<file path="src/nfa_bit_vector_matcher_core_defines.svh">
// Assertion macros shared by the matcher RTL.
`ifndef NFA_BIT_VECTOR_MATCHER_CORE_DEFINES_SVH
`define NFA_BIT_VECTOR_MATCHER_CORE_DEFINES_SVH

// Same-cycle implication.
`define NBVM_ASSERT_IMP(label, ante, cons, msg) \
	label: assert property (@(posedge clk) disable iff (!arst_n) (ante) |-> (cons)) \
		else $error(msg);

// Next-cycle implication.
`define NBVM_ASSERT_NXT(label, ante, cons, msg) \
	label: assert property (@(posedge clk) disable iff (!arst_n) (ante) |=> (cons)) \
		else $error(msg);

`endif

</file>
<file path="src/nbvm_pkg.sv">
// Package: types, codes and constants of the NFA bit vector matcher.
package nbvm_pkg;

	localparam int NODES     = 64;
	localparam int EDGES     = 2 * NODES;
	localparam int CLS_WORDS = 4 * EDGES;
	localparam int EDGE_AW   = $clog2(EDGES);
	localparam int CLS_AW    = $clog2(CLS_WORDS);
	localparam int CNT_W     = CLS_AW + 1;

	typedef enum logic [1:0] {
		KIND_EDGE  = 2'd0,
		KIND_CLASS = 2'd1,
		KIND_RST   = 2'd2,
		KIND_CHAR  = 2'd3
	} kind_t;

	typedef enum logic [2:0] {
		ST_CLEAR,
		ST_IDLE,
		ST_MOVE,
		ST_CLOSE,
		ST_OUT
	} state_t;

	localparam logic REG_START = 1'b0;
	localparam logic REG_COUNT = 1'b1;

	typedef struct packed {
		logic cnt_clr;
		logic cnt_inc;
		logic clr_wr;
		logic take;
		logic load_wr;
		logic seed;
		logic move_pass;
		logic close_pass;
		logic move_commit;
		logic chg_clr;
		logic res_load;
	} cmd_t;

	typedef struct packed {
		logic clr_end;
		logic pass_end;
		logic changed;
		logic slot_free;
	} sts_t;

endpackage

</file>
<file path="src/nbvm_ctrl.sv">
// Controller: sequences table clear, move pass and epsilon closure passes.
module nbvm_ctrl (
	input  logic          clk,
	input  logic          arst_n,
	input  logic          item_acc,
	input  nbvm_pkg::kind_t kind,
	input  nbvm_pkg::sts_t  sts,
	output logic          busy,
	output nbvm_pkg::cmd_t  cmd
);
	import nbvm_pkg::*;

	state_t state_q, state_d;

	always_ff @(posedge clk or negedge arst_n) begin
		if (!arst_n) begin
			state_q <= ST_CLEAR;
		end else begin
			state_q <= state_d;
		end
	end

	always_comb begin
		state_d = state_q;
		case (state_q)
			ST_CLEAR: if (sts.clr_end) state_d = ST_IDLE;
			ST_IDLE: begin
				if (item_acc) begin
					case (kind)
						KIND_RST:  state_d = ST_CLOSE;
						KIND_CHAR: state_d = ST_MOVE;
						default:   state_d = ST_OUT;
					endcase
				end
			end
			ST_MOVE: if (sts.pass_end) state_d = ST_CLOSE;
			ST_CLOSE: if (sts.pass_end && !sts.changed) state_d = ST_OUT;
			ST_OUT: if (sts.slot_free) state_d = ST_IDLE;
			default: state_d = ST_IDLE;
		endcase
	end

	always_comb begin
		cmd  = '0;
		busy = 1'b1;
		case (state_q)
			ST_CLEAR: begin
				cmd.clr_wr  = 1'b1;
				cmd.cnt_inc = 1'b1;
				cmd.cnt_clr = sts.clr_end;
			end
			ST_IDLE: begin
				busy        = 1'b0;
				cmd.cnt_clr = 1'b1;
				cmd.chg_clr = 1'b1;
				if (item_acc) begin
					cmd.take    = 1'b1;
					cmd.load_wr = (kind == KIND_EDGE) || (kind == KIND_CLASS);
					cmd.seed    = (kind == KIND_RST);
				end
			end
			ST_MOVE: begin
				cmd.move_pass   = 1'b1;
				cmd.cnt_inc     = 1'b1;
				cmd.move_commit = sts.pass_end;
				cmd.cnt_clr     = sts.pass_end;
				cmd.chg_clr     = sts.pass_end;
			end
			ST_CLOSE: begin
				cmd.close_pass = 1'b1;
				cmd.cnt_inc    = 1'b1;
				cmd.cnt_clr    = sts.pass_end;
				cmd.chg_clr    = sts.pass_end;
			end
			ST_OUT: cmd.res_load = sts.slot_free;
			default: ;
		endcase
	end

endmodule

</file>
<file path="config.mk">
export PLATFORM = sky130hd
export DESIGN_NAME = nbvm_ctrl
export DESIGN_NICKNAME = d
export VERILOG_FILES = /design/src/nfa_bit_vector_matcher_core_defines.svh /design/src/nbvm_pkg.sv /design/src/nbvm_ctrl.sv
export SDC_FILE = /design/constraint.sdc
export NUM_CORES = 1
export LEC_CHECK = 0
export BUFFER_PORTS_ARGS = -buffer_cell sky130_fd_sc_hd__buf_4
export CAP_MARGIN = 20
export CORE_AREA = 4 4 41 43
export DETAILED_ROUTE_END_ITERATION = 6
export DIE_AREA = 0 0 45 47
export GPL_ROUTABILITY_DRIVEN = 1
export PLACE_DENSITY = 0.45
export SYNTH_ARGS = -nofsm -noshare
export SYNTH_HDL_FRONTEND = slang
export SYNTH_SLANG_ARGS = --single-unit
export TNS_END_PERCENT = 50
</file>
<file path="constraint.sdc">
create_clock -name clk -period 2.52 [get_ports clk]
set_clock_uncertainty 0.05 [all_clocks]
set_input_delay 0 -clock clk [delete_from_list [all_inputs] [get_ports clk]]
set_output_delay 0 -clock clk [all_outputs]
set_load 0.005 [all_outputs]
</file>
==> results of run 1 <==
-- stage by stage --
step	setup WS, ns	hold slack [ns]
5_1_grt	0.812	0.00898
2_1_floorplan	1.33	-0.346
4_1_cts	0.929	0.00345
3_5_place_dp	1.18	-0.259
6_report	0.946	0.00930
3_3_place_gp	1.14	-0.257
-- cell type report --
cell class | count | area (µm²) | area share
inverter | 2 | 7.51 | 0.0149
clock buffer | 4 | 26.3 | 0.0521
multi-input combinational | 32 | 206 | 0.409
sequential | 3 | 75.1 | 0.149
tap | 15 | 18.8 | 0.0372
timing repair buffer | 22 | 170 | 0.337
-- worst max path at each step --
stage | end | slack [ns] | depth (start not counted) | start
2_1_floorplan | state_q[2] | 1.33 | 4 | state_q[1]
3_3_place_gp | state_q[2] | 1.14 | 3 | state_q[1]
3_5_place_dp | cmd[5] | 1.18 | 4 | state_q[1]
4_1_cts | cmd[5] | 0.93 | 4 | state_q[1]
5_1_grt | cmd[5] | 0.81 | 4 | state_q[1]
6_report | cmd[5] | 0.95 | 4 | state_q[1]
-- synthesized netlist by cell type (2+ instances only) --
cell type	count	area share
sky130_fd_sc_hd__nor3_1	3	0.050
sky130_fd_sc_hd__nand3b_1	3	0.075
sky130_fd_sc_hd__dfrtp_1	3	0.25
sky130_fd_sc_hd__nor2_1	6	0.075
sky130_fd_sc_hd__nand2_1	2	0.025
-- worst max-delay path, stage by stage (launching register included) --
cell and delay [ns]:
sky130_fd_sc_hd__dfrtp_1 0.48, sky130_fd_sc_hd__and2b_2 0.31, sky130_fd_sc_hd__nand3b_1 0.16, sky130_fd_sc_hd__nor3b_1 0.21, sky130_fd_sc_hd__buf_4 0.14
-- per-layer routing --
layer | track usage | routed length, µm | vias to the layer above
met5 | 0 | 0 | -
met4 | 0 | 0 | 0
met3 | 0.0460 | 66 | 0
met2 | 0.158 | 440 | 16
met1 | 0.123 | 397 | 175
li1 | - | - | 190
-- cell families (layout without fill, tap and decap cells) --
| group | count (synthesis) | after routing |
|---|---|---|
| simple gates | 24 | 24 |
| buf+inv | 4 | 28 |
| compound gates | 7 | 7 |
| mux | 1 | 1 |
| flops | 3 | 3 |
-- timing repair --
item                      in CTS  in global routing
hold endpoints to repair       4                  0
gates resized for setup        0                  0
buffers inserted               0                  0
hold buffers                   2                  0
-- where the power goes --
group / switching, mW / total [mW] / internal (mW)
Clock: 0.0243 / 0.0836 / 0.0593
Combinational: 0.124 / 0.312 / 0.188
Sequential: 0.0541 / 0.123 / 0.0686
Total: 0.202 / 0.518 / 0.316
==> Flow_metrics.wiki, run 1 <==
{| class="wikitable"
! Metric !! Value
|-
| Reported leakage power || 0.250 nW
|-
| Via count normalized by instance count || between 4 and 5
|-
| Post-synthesis share of cell area spent on full adders, half adders and majority gates || 0
|-
| Worst min-delay path endpoint || state_q[2]
|-
| Xor/xnor share of the synthesized area || 0
|-
| Total power consumption of the routed design || around 0.52 mW
|-
| Largest Register || state_q
|-
| Placement row count || 13
|-
| GRT Overall Usage || 0.0964
|-
| Post-synth cell types || 27
|-
| TritonRoute pass-1 iters || 4
|-
| Min Tclk post-route || between 1.5 and 2 ns
|-
| Area Growth Syn to Fin || 67.9%
|-
| Detailed Route WL || 904 µm
|-
| Worst EP required || 2.47 ns
|-
| WHS Path Cells || 2
|-
| # IOs || 21
|-
| Achievable Freq || 635 MHz
|-
| Post-synthesis instance total || 39
|-
| Average cell area after synthesis || 7.70 µm²
|-
| Fin crit share || 0.625
|-
| Proportion of synthesized area in mux cells || 0.0333
|-
| Ys Warns || 0
|-
| FF-to-FF setup slack || 1.19 ns
|-
| Final ANT Viol Nets || 0
|-
| Total Neg Setup Slack || 0 ns
|-
| Endpoint arrival time on the critical path || between 1.5 and 2 ns
|-
| Startpoint of the lowest-slack hold path || kind[1]
|-
| Total non-filler cell area in the finished layout || just over 500 µm²
|-
| Largest registers || state_q: 3 flops
|-
| Root Buffer Master || sky130_fd_sc_hd__clkbuf_4
|-
| Share of the synthesized area in compound gates (AO/OA/AOI/OAI) || 0.179
|-
| Final RePlAce weighted congestion || 0.697
|-
| Critical path endpoint category || output pin
|-
| Total power divided by cell area || 1030 nW/µm²
|-
| Net count after synthesis || 48
|-
| HPWL after DPL || between 700 and 800 µm
|-
| Worst vdd rail ir drop || 623 µV
|-
| Share of synthesized flip-flops with an asynchronous set or reset || 1.00
|-
| Fraction of final layout cells sized beyond drive strength 1 || 0.413
|-
| Wire length of the first global-routing pass || 1.51 mm
|-
| Dominant synthesized flop cell || sky130_fd_sc_hd__dfrtp_1
|-
| Number of vias in the routed layout || 381
|-
| Average detailed-routed wire length per instance || 11.6 µm
|-
| Number of endpoints with negative hold slack in the final report || 0
|-
| Relative max-transition margin || 0.737
|-
| Core Area || about 1300 µm²
|-
| Max-slew violation total from the final report || 0
|-
| Remaining global-route overflow || 0
|-
| Clk buf depth || 2
|-
| Element type at the critical path start || register
|-
| Maximum number of pins on one net before global-route repair || 16
|-
| Count of buffers from port buffering || 20
|-
| Initial core utilization || 0.231
|-
| Count of non-filler cells in the finished layout || 78
|-
| Most frequent cells in the layout || 20 x sky130_fd_sc_hd__buf_4, 6 x sky130_fd_sc_hd__nor2_1
|-
| Clock latency reported for the late side of the worst-skew pair || 0.23 ns
|-
| FILL cells || approximately 150
|-
| Setup-failing EPs final || 0
|-
| Clock buffers created by TritonCTS || 3
|-
| Worst R2R Path Depth || 3
|-
| Total number of H-tree levels || 1
|-
| Vias in the first global route || 384
|-
| Largest fanout on the critical path || 12
|-
| Cell area after technology mapping || 300 µm²
|-
| Die W || 45 µm
|-
| RSZ-0062 raised after global routing || no
|-
| Number of antenna violations at the first check in global routing || 0
|-
| Outcome || complete, no violations
|-
| Measured slew at the worst slew-check pin || 0.394 ns
|-
| Seq cells post-synth || 3
|-
| Number of synthesized flops with an enable pin || 0
|-
| DP Cell Count || between 70 and 80
|-
| Register area share after synthesis || 0.250
|-
| Area after detailed placement || 458 µm²
|-
| Full die area || 2120 µm²
|-
| Clock slew at reported path FFs || 0.03 ns
|-
| Height of the chip || between 40 and 50 µm
|-
| Hold Crit Class || primary input to register
|-
| Number of DRC markers after the initial detailed-route iteration || 5
|-
| Number of nets at the end of the flow || 73
|-
| Num Clock Sinks || 3
|-
| Worst flop-to-flop path endpoint || state_q[0]
|-
| Final routed DRC violation total || 0
|-
| Basic-gate share of the synthesized area counting and, or, nand and nor cells || 0.475
|-
| Number of flip-flops under the largest register name || 3
|-
| Path type of the worst setup path || register to output pin
|-
| Count of max-cap constraint violations || 0
|-
| Most common cell after layout, fill and taps aside || sky130_fd_sc_hd__buf_4
|-
| Startpoint of the worst-slack reg-to-reg timing path || state_q[2]
|-
| Layout Utilization || 0.388
|-
| Clock tree from TritonCTS || done
|-
| Combinational family with the most area after synthesis || simple AND/OR/NAND/NOR gates
|-
| Number of diodes || 0
|}
(Power assumes the default switching activity.)
==> run 2: changes to the inputs <==
--- a/config.mk
+++ b/config.mk
@@ -5,13 +5,14 @@
 export SDC_FILE = /design/constraint.sdc
 export NUM_CORES = 1
 export LEC_CHECK = 0
+export ABC_AREA = 1
 export BUFFER_PORTS_ARGS = -buffer_cell sky130_fd_sc_hd__buf_4
 export CAP_MARGIN = 20
 export CORE_AREA = 4 4 41 43
 export DETAILED_ROUTE_END_ITERATION = 6
 export DIE_AREA = 0 0 45 47
 export GPL_ROUTABILITY_DRIVEN = 1
-export PLACE_DENSITY = 0.45
+export PLACE_DENSITY = 0.48
 export SYNTH_ARGS = -nofsm -noshare
 export SYNTH_HDL_FRONTEND = slang
 export SYNTH_SLANG_ARGS = --single-unit
==> constraint.sdc (replaced) <==
create_clock -name clk -period 1.6 [get_ports clk]
set_clock_uncertainty 0.05 [all_clocks]
set_input_delay 0 -clock clk [delete_from_list [all_inputs] [get_ports clk]]
set_output_delay 0 -clock clk [all_outputs]
set_load 0.005 [all_outputs]
==> Flow_metrics.wiki, run 2 <==
{| class="wikitable"
! Metric !! Value
|-
| Outcome || complete, no violations
|-
| Cell occurring most often along the worst timing path || sky130_fd_sc_hd__inv_2
|-
| Core Area || 1300 µm² (unchanged)
|-
| Number of diodes || 0 (unchanged)
|-
| Dominant synthesized flop cell || sky130_fd_sc_hd__dfrtp_1
|-
| Most frequent cells in the layout || 20 x sky130_fd_sc_hd__buf_4, 17 x sky130_fd_sc_hd__nand2_1, 8 x sky130_fd_sc_hd__inv_1
|-
| Most used standard cells in the synthesized netlist || 17 x sky130_fd_sc_hd__nand2_1, 8 x sky130_fd_sc_hd__inv_1, 5 x sky130_fd_sc_hd__nor2_1
|-
| Vias in the first global route || 392 (+2.1%)
|-
| Psw || 0.414 mW (+110%)
|-
| Initial core utilization || 0.261 (+0.0298)
|-
| Remaining global-route overflow || 0 (unchanged)
|-
| Cell area after technology mapping || 339 µm² (+13%)
|-
| Worst vdd rail ir drop || 493 µV (-21%)
|-
| Height of the chip || 47 µm (unchanged)
|-
| Uppermost layer routed || met4
|-
| Largest registers || state_q: 3 flops
|-
| Area Growth Syn to Fin || 57.9%
|-
| Sum of routed wire segments on met1 || 396 µm (-0.25%)
|-
| TritonRoute pass-1 iters || 4 (unchanged)
|-
| Maximum number of pins on one net before global-route repair || 10 (-6)
|-
| Setup-failing EPs final || 0 (unchanged)
|-
| Max-slew violation total from the final report || 0 (unchanged)
|-
| Count of max-cap constraint violations || 0 (unchanged)
|-
| Number of flip-flops under the largest register name || 3 (unchanged)
|-
| Count of buffers from port buffering || 20 (unchanged)
|-
| Achievable Freq || 706 MHz
|-
| Metal2 WL || 493 µm (+12%)
|-
| Ys Warns || 0 (unchanged)
|-
| Largest fanout on the critical path || 6 (-6)
|-
| Share of synthesized flip-flops with an asynchronous set or reset || 1.00 (unchanged)
|-
| Sequential Power Share || 0.207 (-0.030)
|-
| Endpoint arrival time on the critical path || 1.37 ns (-0.15 ns)
|-
| DP Worst Slack || 0.338 ns (-0.845 ns)
|-
| Switching part of the total || 0.460 (+0.0698)
|-
| Total non-filler cell area in the finished layout || 536 µm² (+6.2%)
|-
| Worst path setup slack after routing || 0.183 ns (-0.763 ns)
|-
| Average cell area after synthesis || 5.85 µm² (-24%)
|-
| Average detailed-routed wire length per instance || 10.0 µm (-13%)
|-
| Post-synth cell types || 18 (-33%)
|-
| Largest Register || state_q
|-
| Total number of H-tree levels || 1 (unchanged)
|-
| Most numerous cell in the Yosys netlist || sky130_fd_sc_hd__nand2_1
|-
| # IOs || 21 (unchanged)
|-
| Fraction of final layout cells sized beyond drive strength 1 || 0.439 (+0.0263)
|-
| Startpoint of the lowest-slack hold path || kind[1]
|-
| Via count normalized by instance count || 4.56 (-6.7%)
|-
| Die W || 45 µm (unchanged)
|-
| Final RePlAce weighted congestion || 0.802 (+15%)
|-
| WHS Path Cells || 3 (+1)
|-
| Full die area || 2120 µm² (unchanged)
|-
| Main area contributors after synthesis || sky130_fd_sc_hd__dfrtp_1 22%, sky130_fd_sc_hd__nand2_1 19%, sky130_fd_sc_hd__inv_1 8.9%
|-
| Critical path endpoint category || output pin
|-
| Reported leakage power || 0.311 nW (+24%)
|-
| Clock slew at reported path FFs || 0.04 ns (about the same)
|-
| Path type of the worst setup path || register to output pin
|-
| Clock network fraction of design power || 0.148 (-0.013)
|-
| Clk buf depth || 2 (unchanged)
|-
| Peak per-stage delay on the critical path || 0.46 ns (-0.02 ns)
|-
| Total Neg Setup Slack || 0 ns (unchanged)
|-
| Final ANT Viol Nets || 0 (unchanged)
|-
| Cell accounting for the most synthesized area || sky130_fd_sc_hd__dfrtp_1
|-
| Internal power || 0.487 mW (+54%)
|-
| Clock latency reported for the late side of the worst-skew pair || 0.23 ns (about the same)
|-
| FILL cells || 155 (+4.0%)
|-
| Fin crit share || 0.886
|-
| Layout Utilization || 0.412 (+0.0240)
|-
| Total power divided by cell area || 1680 nW/µm² (+64%)
|-
| FF-to-FF setup slack || 0.36 ns (-0.83 ns)
|-
| Worst flop-to-flop path endpoint || state_q[2]
|-
| Most common cell after layout, fill and taps aside || sky130_fd_sc_hd__buf_4
|-
| Critical path's slowest cell || sky130_fd_sc_hd__dfrtp_2
|-
| Final routed DRC violation total || 0 (unchanged)
|-
| Clock tree from TritonCTS || done
|-
| Startpoint of the worst-slack reg-to-reg timing path || state_q[0]
|-
| Relative max-transition margin || 0.843 (+0.106)
|-
| Worst EP required || 1.55 ns (-0.92 ns)
|-
| Root Buffer Master || sky130_fd_sc_hd__clkbuf_4
|-
| Element type at the critical path start || register
|-
| Placement row count || 13 (unchanged)
|-
| HPWL after DPL || 796 µm (+12%)
|-
| GRT Overall Usage || 0.101 (+0.00482)
|-
| Num Clock Sinks || 3 (unchanged)
|-
| Detailed Route WL || 974 µm (+7.7%)
|-
| Register area share after synthesis || 0.221 (-0.0286)
|-
| Number of nets at the end of the flow || 92 (+26%)
|-
| Worst min-delay path endpoint || state_q[1]
|-
| Area after detailed placement || 497 µm² (+8.5%)
|-
| RSZ-0062 raised after global routing || no
|-
| Fraction of synthesized cell area taken by the top area cell type || 0.221 (-0.0286)
|-
| Combinational cell fraction of total power || 0.645 (+0.043)
|-
| Net count after synthesis || 67 (+40%)
|-
| Measured slew at the worst slew-check pin || 0.235 ns (-0.159 ns)
|-
| Number of DRC markers after the initial detailed-route iteration || 11 (+6)
|-
| Number of vias in the routed layout || 442 (+16%)
|-
| Number of endpoints with negative hold slack in the final report || 0 (unchanged)
|-
| Hold Crit Class || primary input to register
|-
| Seq cells post-synth || 3 (unchanged)
|-
| Number of antenna violations at the first check in global routing || 0 (unchanged)
|-
| Cells along the critical path || inv_2 > nand2_1 > nor2_1 > inv_2 > nor3_1 > buf_4
|-
| Worst R2R Path Depth || 6 (+3)
|-
| Post-synthesis instance total || 58 (+49%)
|-
| WL met3 || 72 µm (+9.1%)
|-
| Min Tclk post-route || about 1.4 ns
|-
| Wire length of the first global-routing pass || 1.59 mm (+5.0%)
|-
| Clock buffers created by TritonCTS || 3 (unchanged)
|-
| Number of synthesized flops with an enable pin || 0 (unchanged)
|}
==> run 2: cell count changes in the layout (fill, tap and decap cells not counted), moves of 2 or more <==
cell	previous run	this run
sky130_fd_sc_hd__a21oi_1	1	3
sky130_fd_sc_hd__dfrtp_1	3	1
sky130_fd_sc_hd__dfrtp_2	0	2
sky130_fd_sc_hd__inv_1	1	8
sky130_fd_sc_hd__inv_2	1	4
sky130_fd_sc_hd__nand2_1	2	17
sky130_fd_sc_hd__nand3_1	0	4
sky130_fd_sc_hd__nand3b_1	3	0
sky130_fd_sc_hd__nor2_2	0	3
==> run 2: power by group through the flow <==
stage               registers [mW]  logic (mW)  clock network [mW]
floorplan                    0.142       0.393                   0
CTS                          0.181       0.590               0.135
global placement             0.185       0.595                   0
global route                 0.197       0.656               0.141
detailed placement           0.183       0.586                   0
finish                       0.187       0.582               0.133
==> run 2: layout make-up <==
cell class,instances,area (µm²),area share
Multi-Input combinational cell,42,208,0.388
Sequential cell,3,77.6,0.145
Clock buffer,4,26.3,0.0491
Timing Repair Buffer,21,160,0.299
Tap cell,15,18.8,0.0350
Inverter,12,45.0,0.0841
==> run 2: cells by family (layout without fill, tap and decap cells) <==
kind of cell           count (synthesis)  in the layout  share of synthesized area
DFF                                    3              3                      0.221
and+or+nand+nor                       36             36                      0.506
AOI/OAI and AO/OA                      6              6                      0.107
buffers and inverters                 13             37                      0.166
==> run 2: routing by layer <==
layer  GRT usage  vias to the layer above
li1            -                      227
met1       0.130                      197
met2       0.175                       16
met3      0.0115                        2
met4      0.0351                        0
met5           0                        -
==> run 2: worst max path at each step <==
stage / start / to / slack [ns] / depth (start not counted)
after floorplan: state_q[0] / state_q[2] / 0.46 / 7
after global placement: state_q[0] / state_q[2] / 0.31 / 6
after detailed placement: state_q[0] / state_q[2] / 0.34 / 7
after CTS: state_q[2] / cmd[6] / 0.14 / 6
after global routing: state_q[2] / cmd[6] / 0.02 / 6
final: state_q[2] / cmd[5] / 0.18 / 6
==> run 2: what timing repair did <==
action,CTS,global route
endpoints found under the setup margin,0,2
buffers inserted,0,0
endpoints found under the hold margin,3,0
resized for setup,0,2
hold buffers,1,0
==> run 2: worst max-delay path, delay by kind of cell, from the launching register on <==
family | cells | cell delay (ns)
buffers and inverters | 3 | 0.33
DFF | 1 | 0.46
and+or+nand+nor | 3 | 0.35
==> run 2: through the flow <==
stage	hold slack [ns]	cells	power (mW)
floorplan	-0.346	58	0.535
global placement	-0.259	92	0.780
detailed placement	-0.260	92	0.769
CTS	0.0278	97	0.907
global route	0.0466	97	0.994
finish	0.0214	97	0.902
